==> src/blf_pkg.sv <==
// Shared types and constants of the Blowfish cipher engine.
// No dependencies; blf_ctrl, blf_datapath and the top level import this package.
package blf_pkg;

  localparam int WORD_W      = 32;
  localparam int IDX_W       = 10;
  localparam int P_DEPTH     = 18;
  localparam int P_IDX_W     = 5;
  localparam int S_BOXES     = 4;
  localparam int S_DEPTH     = 256;
  localparam int S_ADDR_W    = 8;
  localparam int ROUNDS_DEF  = 16;

  typedef enum logic [1:0] {
    REQ_WR_P = 2'd0,
    REQ_WR_S = 2'd1,
    REQ_ENC  = 2'd2,
    REQ_DEC  = 2'd3
  } req_t;

  typedef enum logic [2:0] {
    ST_IDLE,
    ST_KEYMIX,
    ST_FEISTEL,
    ST_WHITE_R,
    ST_WHITE_L
  } state_t;

  // Sequencer commands to the datapath
  typedef struct packed {
    logic               load;
    logic               keymix;
    logic               feistel;
    logic               white_r;
    logic               white_l;
    logic [P_IDX_W-1:0] p_sel;
  } ctrl_t;

endpackage

==> src/blf_ctrl.sv <==
// Round sequencer: walks key mix / Feistel steps, then output whitening.
// Depends on blf_pkg.
module blf_ctrl #(
  parameter int ROUNDS = blf_pkg::ROUNDS_DEF
) (
  input  logic          clk,
  input  logic          rst,
  input  logic          start,
  input  logic          decrypt,
  input  logic          out_free,
  output logic          idle,
  output blf_pkg::ctrl_t ctrl
);
  import blf_pkg::*;

  localparam int RND_W = $clog2(ROUNDS);

  state_t           state, state_next;
  logic [RND_W-1:0] rnd;
  logic             dec;

  always_ff @(posedge clk) begin
    if (rst) begin
      state <= ST_IDLE;
    end else begin
      state <= state_next;
    end
  end

  always_ff @(posedge clk) begin
    if (start) begin
      rnd <= '0;
      dec <= decrypt;
    end else if (state == ST_FEISTEL) begin
      rnd <= rnd + RND_W'(1);
    end
  end

  always_comb begin
    state_next = state;
    unique case (state)
      ST_IDLE:    if (start) state_next = ST_KEYMIX;
      ST_KEYMIX:  state_next = ST_FEISTEL;
      ST_FEISTEL: begin
        if (rnd == RND_W'(ROUNDS - 1)) state_next = ST_WHITE_R;
        else                           state_next = ST_KEYMIX;
      end
      ST_WHITE_R: state_next = ST_WHITE_L;
      ST_WHITE_L: if (out_free) state_next = ST_IDLE;
      default:    state_next = ST_IDLE;
    endcase
  end

  always_comb begin
    ctrl       = '0;
    ctrl.load  = start;
    idle       = 1'b0;
    unique case (state)
      ST_IDLE:    idle = 1'b1;
      ST_KEYMIX: begin
        ctrl.keymix = 1'b1;
        // decryption walks P from the top down
        ctrl.p_sel  = dec ? (P_IDX_W'(ROUNDS + 1) - P_IDX_W'(rnd)) : P_IDX_W'(rnd);
      end
      ST_FEISTEL: ctrl.feistel = 1'b1;
      ST_WHITE_R: begin
        ctrl.white_r = 1'b1;
        ctrl.p_sel   = dec ? P_IDX_W'(1) : P_IDX_W'(ROUNDS);
      end
      ST_WHITE_L: begin
        ctrl.white_l = out_free;
        ctrl.p_sel   = dec ? P_IDX_W'(0) : P_IDX_W'(ROUNDS + 1);
      end
      default: ;
    endcase
  end

endmodule

==> config.mk <==
export PLATFORM = sky130hd
export DESIGN_NAME = blf_ctrl
export DESIGN_NICKNAME = d
export VERILOG_FILES = /design/src/blf_pkg.sv /design/src/blf_ctrl.sv
export SDC_FILE = /design/constraint.sdc
export NUM_CORES = 1
export LEC_CHECK = 0
export ABC_AREA = 1
export BUFFER_PORTS_ARGS = -buffer_cell sky130_fd_sc_hd__buf_2
export CAP_MARGIN = 15
export CORE_AREA = 2 2 40 42
export CTS_CLUSTER_DIAMETER = 120
export DETAILED_ROUTE_END_ITERATION = 16
export DIE_AREA = 0 0 42 44
export GPL_TIMING_DRIVEN = 1
export PLACE_DENSITY_LB_ADDON = 0.2
export SETUP_SLACK_MARGIN = 0.15
export SLEW_MARGIN = 20
export SYNTH_ARGS = -nofsm -noshare
export SYNTH_HDL_FRONTEND = slang
export SYNTH_SLANG_ARGS = --single-unit
==> constraint.sdc <==
create_clock -name clk -period 1.35 [get_ports clk]
set_input_delay 0.135 -clock clk [delete_from_list [all_inputs] [get_ports clk]]
set_output_delay 0.135 -clock clk [all_outputs]
set_load 0.01 [all_outputs]
==> out/qor.yml, run 1 <==
start_kind: "flop"
synth-edff-count: 1
critPathCaptureType: "output port"
p_int_w: 0.0004371
drive_above_1_share_pct: 52.43
seq_power_share_pct: 43.9
ys_ff_latch: 8
clk_latency_ps: 250
maxSlewHeadroom_pct: 82.48
p_per_area_nw_per_um2: 833.2
yosysUniqueCellTypes: 22
critical_path.top_delay_family: "flip-flops"
hold_ws_ps: 53.51
cts_tree: "built"
grt_start_max_net_pins: 10
syn_inst: 80
drv_cap: 0
seq_area_frac_synth_pct: 31.26
tns_ps: 0
cp_max_fo: 2
antenna_found_initial: 0
clock-sinks: 8
syn_to_final_growth_pct: 38.62
numCtsBuffers: 3
reg2reg_setup_slack_ps: 290
cts.clk_slew.worst_paths_ps: 60
synth_top_area_cell: "dfxtp_1"
hp-start: "rst"
drtPass1Iterations: 4
comb_power_share_pct: 25.3
cpMaxStageDelayCell: "dfxtp_2"
initial_core_util_pct: 38.36
grt_pass1_wl_um: 2104
min_to: "state[2]"
grt_pass1_vias: 508
path_cells: "inv_2 -> ha_4 -> nor2_2 -> a211oi_2 -> buf_2"
clock_power_share_pct: 30.8
rsz0062_at_grt: "yes"
nNetsFinal: 112
cpPeakStageDelay_ps: 330
antenna_left: 0
vdd_drop_max_mv: 0.4996
rr_worst_depth: 7
dieWidth_um: 42
detail_route.wl_per_cell_um: 10.12
dieArea_um2: 1848
post-route-min-period_ps: 1346
ys.flop_type: "dfxtp_1"
period_share_pct: 99.72
fmax_mhz: 742.8
status: "finished, final reports clean"
synthArstFlopShare_pct: 0
htreeDepth: 1
grt_usage_pct: 15.72
r2r_start: "rnd[1]"
hold_class: "in2reg"
path_buf_inv: 2
skew_ps: 7.243
worstPathRequired_ps: 1220
gp_congestion: 0.7332
nFillCells: 139
ys.warnings.count: 0
grt_overflow: 0
drv_slew: 0
r2r_end: "rnd[3]"
core_um2: 1419
setup_violations: 0
avgSynthCellArea_um2: 6.803
ioPinCount: 16
root_buffer: "clkbuf_4"
io_buffers: 15
drc_errors: 0
yosys-top-cells-count: "nand2_1, nor2_1, inv_1, dfxtp_1, nand3_1"
min_path_cells: 2
switching_share_pct: 30.47
p_leak_nw: 0.3516
num_rows: 14
synth_area_um2: 544.3
dieHeight_um: 44
synth_nets: 88
worstMarginPinSlew_ps: 262.4
dr.first_iter.drc_count: 9
arrival_ps: 1210
worstSetupPathType: "reg2out"
clk_path_buf_depth: 2
vias_per_cell: 4.630
final_util_pct: 53.17
yosys.area.top_type_share_pct: 25.75
vias: 551
totalWireLength_um: 1204
hold_viol_final: 0
diodes: 0
p_switching_w: 0.0001915
dp_hpwl_um: 819.6
synth.top_cells.by_area: "dfxtp_1, nand2_1, nor2_1"
-- state kept, by name, summed over array words and instances (netlist names) --
name,cells
dec,1
rnd,4
state,3
-- cells in the final DEF, fill, tap and decap left out, types with 2 or more instances in the layout --
cell type	n
clkbuf_4	3
nand3_1	7
nor2_4	3
nor2_1	11
o21ai_1	3
buf_2	14
nor2_2	3
dfxtp_4	3
inv_2	7
nand2_2	3
ha_1	2
a21oi_2	2
buf_4	7
nand2_1	13
inv_1	5
nor3_1	2
dfxtp_2	3
-- what timing repair did --
action                     in CTS  in global routing
pin swaps                       4                  4
hold buffers                    0                  0
setup endpoints to repair      10                 10
gates resized for setup        22                  2
setup buffers                   6                  0
-- layout make-up --
class | count | area [um^2] | area share [%]
flip-flops and latches | 8 | 185.2 | 24.54
multi-input cells | 56 | 337.8 | 44.78
inverters | 13 | 51.30 | 6.799
well taps | 16 | 20.02 | 2.653
repair buffers | 22 | 133.9 | 17.74
clock buffers | 4 | 26.28 | 3.483
-- power groups by stage --
stage                     clock (W)  combinational [W]  sequential [W]
after detailed placement          0           0.000127        0.000279
after global placement            0           0.000126        0.000279
after global routing       0.000232           0.000178        0.000278
after floorplan                   0          0.0000941        0.000271
final                      0.000194           0.000159        0.000276
after CTS                  0.000211           0.000158        0.000274
-- per-layer routing --
metal | global-route usage [%] | share of wire, % | wire, um
met5 | 0 | 0 | 0
met4 | 13.55 | 1.6 | 19
met3 | 3.750 | 3.7 | 44
met2 | 23.75 | 49 | 584
met1 | 18.73 | 46 | 555
-- kinds of logic (layout without fill, tap and decap cells) --
family / Yosys count / count (layout) / synth area share (%)
DFF: 8 / 8 / 31.26
AOI/OAI and AO/OA: 8 / 8 / 10.80
and+or+nand+nor: 45 / 45 / 38.39
buffers and inverters: 16 / 39 / 12.64
adders and majority gates: 3 / 3 / 6.897
-- metrics by stage --
stage,cells,power [W],cell area (um^2),worst slack (ps)
after floorplan,80,0.0003654,544.3,202.3
after global placement,109,0.0004053,626.9,100.4
after detailed placement,109,0.0004055,626.9,60.81
after CTS,119,0.0006431,748.2,-16.63
after global routing,119,0.0006878,754.5,-113.5
final,119,0.0006286,754.5,3.791
-- how the worst max path moves through the flow --
stage / startpoint / end / slack [ps] / cells after the start
floorplan: rnd[2] / ctrl[2] / 200 / 4
global placement: rnd[2] / ctrl[3] / 100 / 6
detailed placement: rnd[2] / ctrl[3] / 60 / 6
CTS: state[0] / ctrl[2] / -20 / 5
global route: state[2] / ctrl[4] / -110 / 6
finish: rnd[2] / ctrl[2] / 4 / 5
(Power assumes the default switching activity.)
==> run 2: changes to the inputs <==
--- a/config.mk
+++ b/config.mk
@@ -8,10 +8,10 @@
 export ABC_AREA = 1
 export BUFFER_PORTS_ARGS = -buffer_cell sky130_fd_sc_hd__buf_2
 export CAP_MARGIN = 15
-export CORE_AREA = 2 2 40 42
+export CORE_AREA = 2 2 39 41
 export CTS_CLUSTER_DIAMETER = 120
 export DETAILED_ROUTE_END_ITERATION = 16
-export DIE_AREA = 0 0 42 44
+export DIE_AREA = 0 0 41 43
 export GPL_TIMING_DRIVEN = 1
 export PLACE_DENSITY_LB_ADDON = 0.2
 export SETUP_SLACK_MARGIN = 0.15
==> run 2 against run 1 <==
  * The run now ends with negative setup slack left
  * Worst hold slack lost 4.5 ps
  * Sequential cell count is the same
  * Non-clock buffer count is the same
  * Setup slack lost 19 ps
  * Cell count is the same
  * Via count grew 6.5%
  * Clock power grew 7%
  * First-iteration DRC count grew 33%
  * Critical endpoint unchanged
  * Largest power group unchanged
  * Highest routed layer unchanged
==> out/qor.yml, run 2 (synthesis results as in run 1) <==
status: "finished with violations"
violations: "negative setup slack"
dieHeight_um: 43  # -2.3%
initial_core_util_pct: 39.33  # +0.97 points
ioPinCount: 16  # unchanged
arrival_ps: 1230  # +20 ps
layout_commonest_cell: "buf_2"
hold_ws_ps: 49.05  # -4.465 ps
largest_register: "rnd"
cp_max_fo: 7  # +5
worstPathRequired_ps: 1220  # about the same
dieWidth_um: 41  # -2.4%
largestRegisters: "rnd: 4 flops, state: 3 flops, dec: 1 flops"
cts.clk_slew.worst_paths_ps: 60  # about the same
use_met3_pct: 1.571  # -2.2 points
root_buffer: "clkbuf_4"
grtUsageMet2_pct: 25.31  # +1.6 points
min_path_cells: 1  # -1
top_usage_layer: "met2"
drc_errors: 0  # unchanged
hold_class: "in2reg"
vdd_drop_max_mv: 0.4777  # -4.4%
grt_usage_pct: 16.08  # +0.36 points
clk_path_buf_depth: 2  # unchanged
cts_tree: "built"
final_cells: 119  # unchanged
layout_setup_ws_ps: -14.99  # -18.78 ps
nNetsFinal: 112  # unchanged
p_switching_w: 0.0002085  # +8.9%
p_int_w: 0.0004429  # +1.3%
syn_to_final_growth_pct: 40.69
post-route-min-period_ps: 1365  # +18.78 ps
setup_violations: 2  # +2
vias_per_cell: 4.933  # +6.5%
hold_viol_final: 0  # unchanged
numCtsBuffers: 3  # unchanged
seq_power_share_pct: 42.4  # -1.5 points
rr_worst_depth: 7  # unchanged
drive_above_1_share_pct: 52.43  # unchanged
hp-start: "decrypt"
antenna_left: 0  # unchanged
vias: 587  # +6.5%
placed_cells: 109  # unchanged
grt_pass1_vias: 521  # +2.6%
grt_pass1_wl_um: 1918  # -8.8%
fmax_mhz: 732.6  # -1.4%
comb_power_share_pct: 25.8  # +0.5 points
num_rows: 14  # unchanged
period_share_pct: 101.1  # +1.4 points
critPathCaptureType: "output port"
clock-sinks: 8  # unchanged
start_kind: "flop"
core_um2: 1384  # -2.5%
antenna_found_initial: 0  # unchanged
dr.first_iter.drc_count: 12  # +3
tns_ps: -21.80  # -21.80 ps
maxSlewHeadroom_pct: 82.25  # -0.24 points
skew_ps: 2.896  # -4.346 ps
place_area_um2: 626.9  # unchanged
min_to: "dec"
htreeDepth: 1  # unchanged
largest_register_ffs: 4  # unchanged
diodes: 0  # unchanged
drtPass1Iterations: 4  # unchanged
holdBufCountCts: 0  # unchanged
p_per_area_nw_per_um2: 850.6  # +2.1%
grt_overflow: 0  # unchanged
grt.met1_usage_pct: 18.75  # about the same
p_leak_nw: 0.3550  # +0.97%
clk_latency_ps: 260  # about the same
dieArea_um2: 1763  # -4.6%
drv_slew: 0  # unchanged
r2r_start: "rnd[1]"
io_buffers: 15  # unchanged
grt_start_max_net_pins: 10  # unchanged
gp_congestion: 0.6764  # -7.7%
dp_slack_ps: 59.61  # -1.198 ps
worstMarginPinSlew_ps: 266.0  # +3.546 ps
totalWireLength_um: 1274  # +5.8%
worstSetupPathType: "reg2out"
rsz0062_at_grt: "yes"
fin_area_um2: 765.7  # +1.5%
drv_cap: 0  # unchanged
detail_route.wl_per_cell_um: 10.71  # +5.8%
r2r_end: "rnd[3]"
dp_hpwl_um: 863.7  # +5.4%
clock_power_share_pct: 31.8  # +1.0 points
final_cell_mix: "buf_2, nand2_1, nor2_1"
reg2reg_setup_slack_ps: 280  # about the same
switching_share_pct: 32.01  # +1.5 points
-- run 2: cell types whose count changed in the layout (fill, tap and decap cells not counted) --
cell | before | now
buf_4 | 7 | 6
buf_6 | 1 | 2
nand2_2 | 3 | 2
nand2_4 | 0 | 1
nand3_1 | 7 | 6
nand3_2 | 0 | 1
nor2_1 | 11 | 12
nor2_2 | 3 | 2
-- run 2: cell type report --
type	instances	area, um^2
clock buffer	4	26.28
fill	144	618.1
inverter	13	51.30
sequential	8	185.2
multi-input combinational	56	345.3
tap	16	20.02
timing repair buffer	22	137.6
-- run 2: worst max-delay path: stages (launching register included) --
cell	delay (ps)
dfxtp_4	400
inv_2	60
nor2_4	100
nand2_2	70
a211oi_2	190
buf_2	160
-- run 2: power groups by stage --
stage	logic, W	clock network, W	registers (W)
3_3_place_gp	0.000126	0	0.000279
3_5_place_dp	0.000127	0	0.000279
4_1_cts	0.000147	0.000221	0.000275
6_report	0.000168	0.000207	0.000276
5_1_grt	0.000188	0.000225	0.000279
2_1_floorplan	0.0000941	0	0.000271
-- run 2: worst max path at each step --
| stage | start | end | slack (ps) | depth (start not counted) |
|---|---|---|---|---|
| after CTS | state[0] | ctrl[2] | -20 | 5 |
| final | state[0] | ctrl[2] | -10 | 5 |
| after global routing | state[2] | ctrl[4] | -90 | 6 |
| after global placement | rnd[2] | ctrl[3] | 100 | 6 |
| after floorplan | rnd[2] | ctrl[2] | 200 | 4 |
| after detailed placement | rnd[2] | ctrl[3] | 60 | 6 |
-- run 2: stage by stage --
stage / power [W] / utilization, %
floorplan: 0.0003654 / -
global placement: 0.0004047 / 45.30
detailed placement: 0.0004065 / 45.30
CTS: 0.0006432 / 52.62
global route: 0.0006924 / 55.33
finish: 0.0006514 / 55.33
-- run 2: layer usage --
| layer | routed length, um | vias up |
|---|---|---|
| li1 | - | 301 |
| met1 | 545 | 265 |
| met2 | 646 | 19 |
| met3 | 68 | 2 |
| met4 | 13 | 0 |
| met5 | 0 | - |
-- run 2: timing repair --
action | 4_1_cts | 5_1_grt
endpoints found under the hold margin | 0 | 0
buffers inserted | 4 | 2
setup endpoints to repair | 10 | 10
gates resized for setup | 20 | 6
pin swaps | 5 | 2
==> run 3: changes to the inputs <==
==> constraint.sdc (replaced) <==
create_clock -name clk -period 1.13 [get_ports clk]
set_input_delay 0.113 -clock clk [delete_from_list [all_inputs] [get_ports clk]]
set_output_delay 0.113 -clock clk [all_outputs]
set_load 0.01 [all_outputs]
==> run 3 against run 2 <==
  * The run still ends with negative setup slack left
  * Sequential power rose by 18%
  * Critical endpoint is now ctrl[4]
  * Setup slack worse by 220 ps
  * First-iteration DRC count fell by 83%
  * Final area rose by 34%
  * Clock skew is essentially flat
  * Die area did not move
  * Largest cell class unchanged
  * Total power grew 39%
  * Global-route usage rose by 3.1 points
  * Worst hold slack worse by 14 ps
  * Core utilization grew 19 points
==> out/qor.yml, run 3 (synthesis results as in run 1) <==
status: "finished with violations"
violations: "negative setup slack"
p_int_w: 0.0006144  # +39%
antenna_left: 0  # unchanged
vias_per_cell: 4.805  # -2.6%
nFillCells: 91  # -37%
final_util_pct: 73.96  # +19 points
worstMarginPinSlew_ps: 408.7  # +142.8 ps
vdd_drop_max_mv: 0.6398  # +34%
final_cell_mix: "buf_6, buf_2, nor2_1, buf_4, nand2_1"
period_share_pct: 121.0
skew_ps: 2.974  # +0.07766 ps
largest_register: "rnd"
seq_power_share_pct: 36.0  # -6.4 points
hold_class: "in2reg"
layout_setup_ws_ps: -237.7  # -222.7 ps
r2r_start: "state[2]"
dieArea_um2: 1763  # unchanged
place_area_um2: 719.4  # +15%
holdBufCountCts: 0  # unchanged
vias: 639  # +8.9%
cts.clk_slew.worst_paths_ps: 60  # about the same
p_leak_nw: 0.4489  # +26%
largest_register_ffs: 4  # unchanged
clock-sinks: 8  # unchanged
dieHeight_um: 43  # unchanged
power_w: 0.0009078  # +39%
syn_to_final_growth_pct: 88.05
drv_slew: 0  # unchanged
num_rows: 14  # unchanged
drive_above_1_share_pct: 70.94  # +19 points
fmax_mhz: 731.2
maxSlewHeadroom_pct: 72.71  # -9.5 points
switching_share_pct: 32.32  # +0.31 points
clk_path_buf_depth: 2  # unchanged
final_cells: 133  # +12%
critPathCaptureType: "output port"
r2r_end: "state[1]"
dp_hpwl_um: 932.1  # +7.9%
fin_area_um2: 1023  # +34%
rr_worst_depth: 8  # +1
setup_violations: 13  # +11
clk_latency_ps: 260  # about the same
cp_max_fo: 4  # -3
largestRegisters: "rnd: 4 flops, state: 3 flops, dec: 1 flops"
placed_cells: 116  # +6.4%
root_buffer: "clkbuf_4"
worstPathRequired_ps: 1020  # -200 ps
arrival_ps: 1250  # +20 ps
nNetsFinal: 126  # +13%
layout_commonest_cell: "buf_6"
drv_cap: 0  # unchanged
core_um2: 1384  # unchanged
numCtsBuffers: 3  # unchanged
worstSetupPathType: "reg2out"
reg2reg_setup_slack_ps: -120  # -400 ps
htreeDepth: 1  # unchanged
grt_pass1_vias: 543  # +4.2%
clock_power_share_pct: 27.0  # -4.8 points
crit_start: "rnd[1]"
cts_tree: "built"
crit_end: "ctrl[4]"
grt_pass1_wl_um: 2194  # +14%
p_per_area_nw_per_um2: 887.0  # +4.3%
antenna_found_initial: 0  # unchanged
io_buffers: 15  # unchanged
grt_start_max_net_pins: 8  # -2
diodes: 0  # unchanged
totalWireLength_um: 1636  # +28%
drc_errors: 0  # unchanged
comb_power_share_pct: 37.0  # +11 points
dieWidth_um: 41  # unchanged
post-route-min-period_ps: 1368
grt_usage_pct: 19.13  # +3.1 points
gp_congestion: 0.7297  # +7.9%
detail_route.wl_per_cell_um: 12.30  # +15%
grt_overflow: 0  # unchanged
initial_core_util_pct: 39.33  # unchanged
hold_viol_final: 0  # unchanged
rsz0062_at_grt: "yes"
dr.first_iter.drc_count: 2  # -10
p_switching_w: 0.0002934  # +41%
drtPass1Iterations: 2  # -2
ioPinCount: 16  # unchanged
start_kind: "flop"
run 3: cell count changes in the layout (fill, tap and decap cells not counted), moves of 2 or more:
cell / delta
buf_6: +11
buf_4: +4
nand2_1: -4
nand2_2: +3
o21ai_1: -3
o21ai_2: +3
buf_2: -2
ha_1: -2
nor2_1: -2
nor2_4: +2
nor3_1: -2
run 3: worst min-delay path by stage:
| stage | from | to | depth (start not counted) |
|---|---|---|---|
| 5_1_grt | decrypt | dec | 1 |
| 4_1_cts | decrypt | dec | 1 |
| 3_3_place_gp | decrypt | dec | 1 |
| 2_1_floorplan | rst | state[2] | 1 |
| 3_5_place_dp | decrypt | dec | 1 |
| 6_report | decrypt | dec | 1 |
run 3: cell type report:
cell class	count	area [um^2]	area share, %
inverters	13	53.80	5.257
multi-input cells	56	436.7	42.67
flip-flops and latches	8	185.2	18.09
clock buffers	4	26.28	2.567
repair buffers	36	301.5	29.46
well taps	16	20.02	1.956
run 3: critical path, cell delays in order (launching register included):
cell and delay (ps):
dfxtp_2 320, buf_4 150, nor3_2 200, nand3_1 120, nand3_1 80, buf_2 120
run 3: repair_timing:
| item | CTS | global route |
|---|---|---|
| buffers inserted | 7 | 6 |
| pin swaps | 7 | 13 |
| resized for setup | 18 | 30 |
| endpoints found under the setup margin | 14 | 16 |
run 3: metal layers:
metal	vias to the layer above	track usage [%]	wire length, um
met1	288	24.09	652
li1	329	-	-
met2	16	26.88	876
met5	-	0	0
met3	6	4.712	63
met4	0	14.00	44
run 3: metrics by stage:
| step | setup TNS [ps] | hold slack [ps] | worst slack (ps) |
|---|---|---|---|
| 3_5_place_dp | 0 | 300.1 | 25.90 |
| 2_1_floorplan | 0 | 175.4 | 103.2 |
| 6_report | -1587 | 34.67 | -237.7 |
| 5_1_grt | -2379 | 29.33 | -292.6 |
| 4_1_cts | -1141 | 27.95 | -202.9 |
| 3_3_place_gp | 0 | 300.7 | 4.046 |
run 3: power groups by stage:
| stage | logic [W] | clock network, W | registers (W) |
|---|---|---|---|
| 2_1_floorplan | 0.000124 | 0 | 0.000328 |
| 3_3_place_gp | 0.000195 | 0 | 0.000328 |
| 3_5_place_dp | 0.000197 | 0 | 0.000328 |
| 4_1_cts | 0.000246 | 0.000246 | 0.000323 |
| 5_1_grt | 0.000366 | 0.000274 | 0.000329 |
| 6_report | 0.000336 | 0.000245 | 0.000327 |
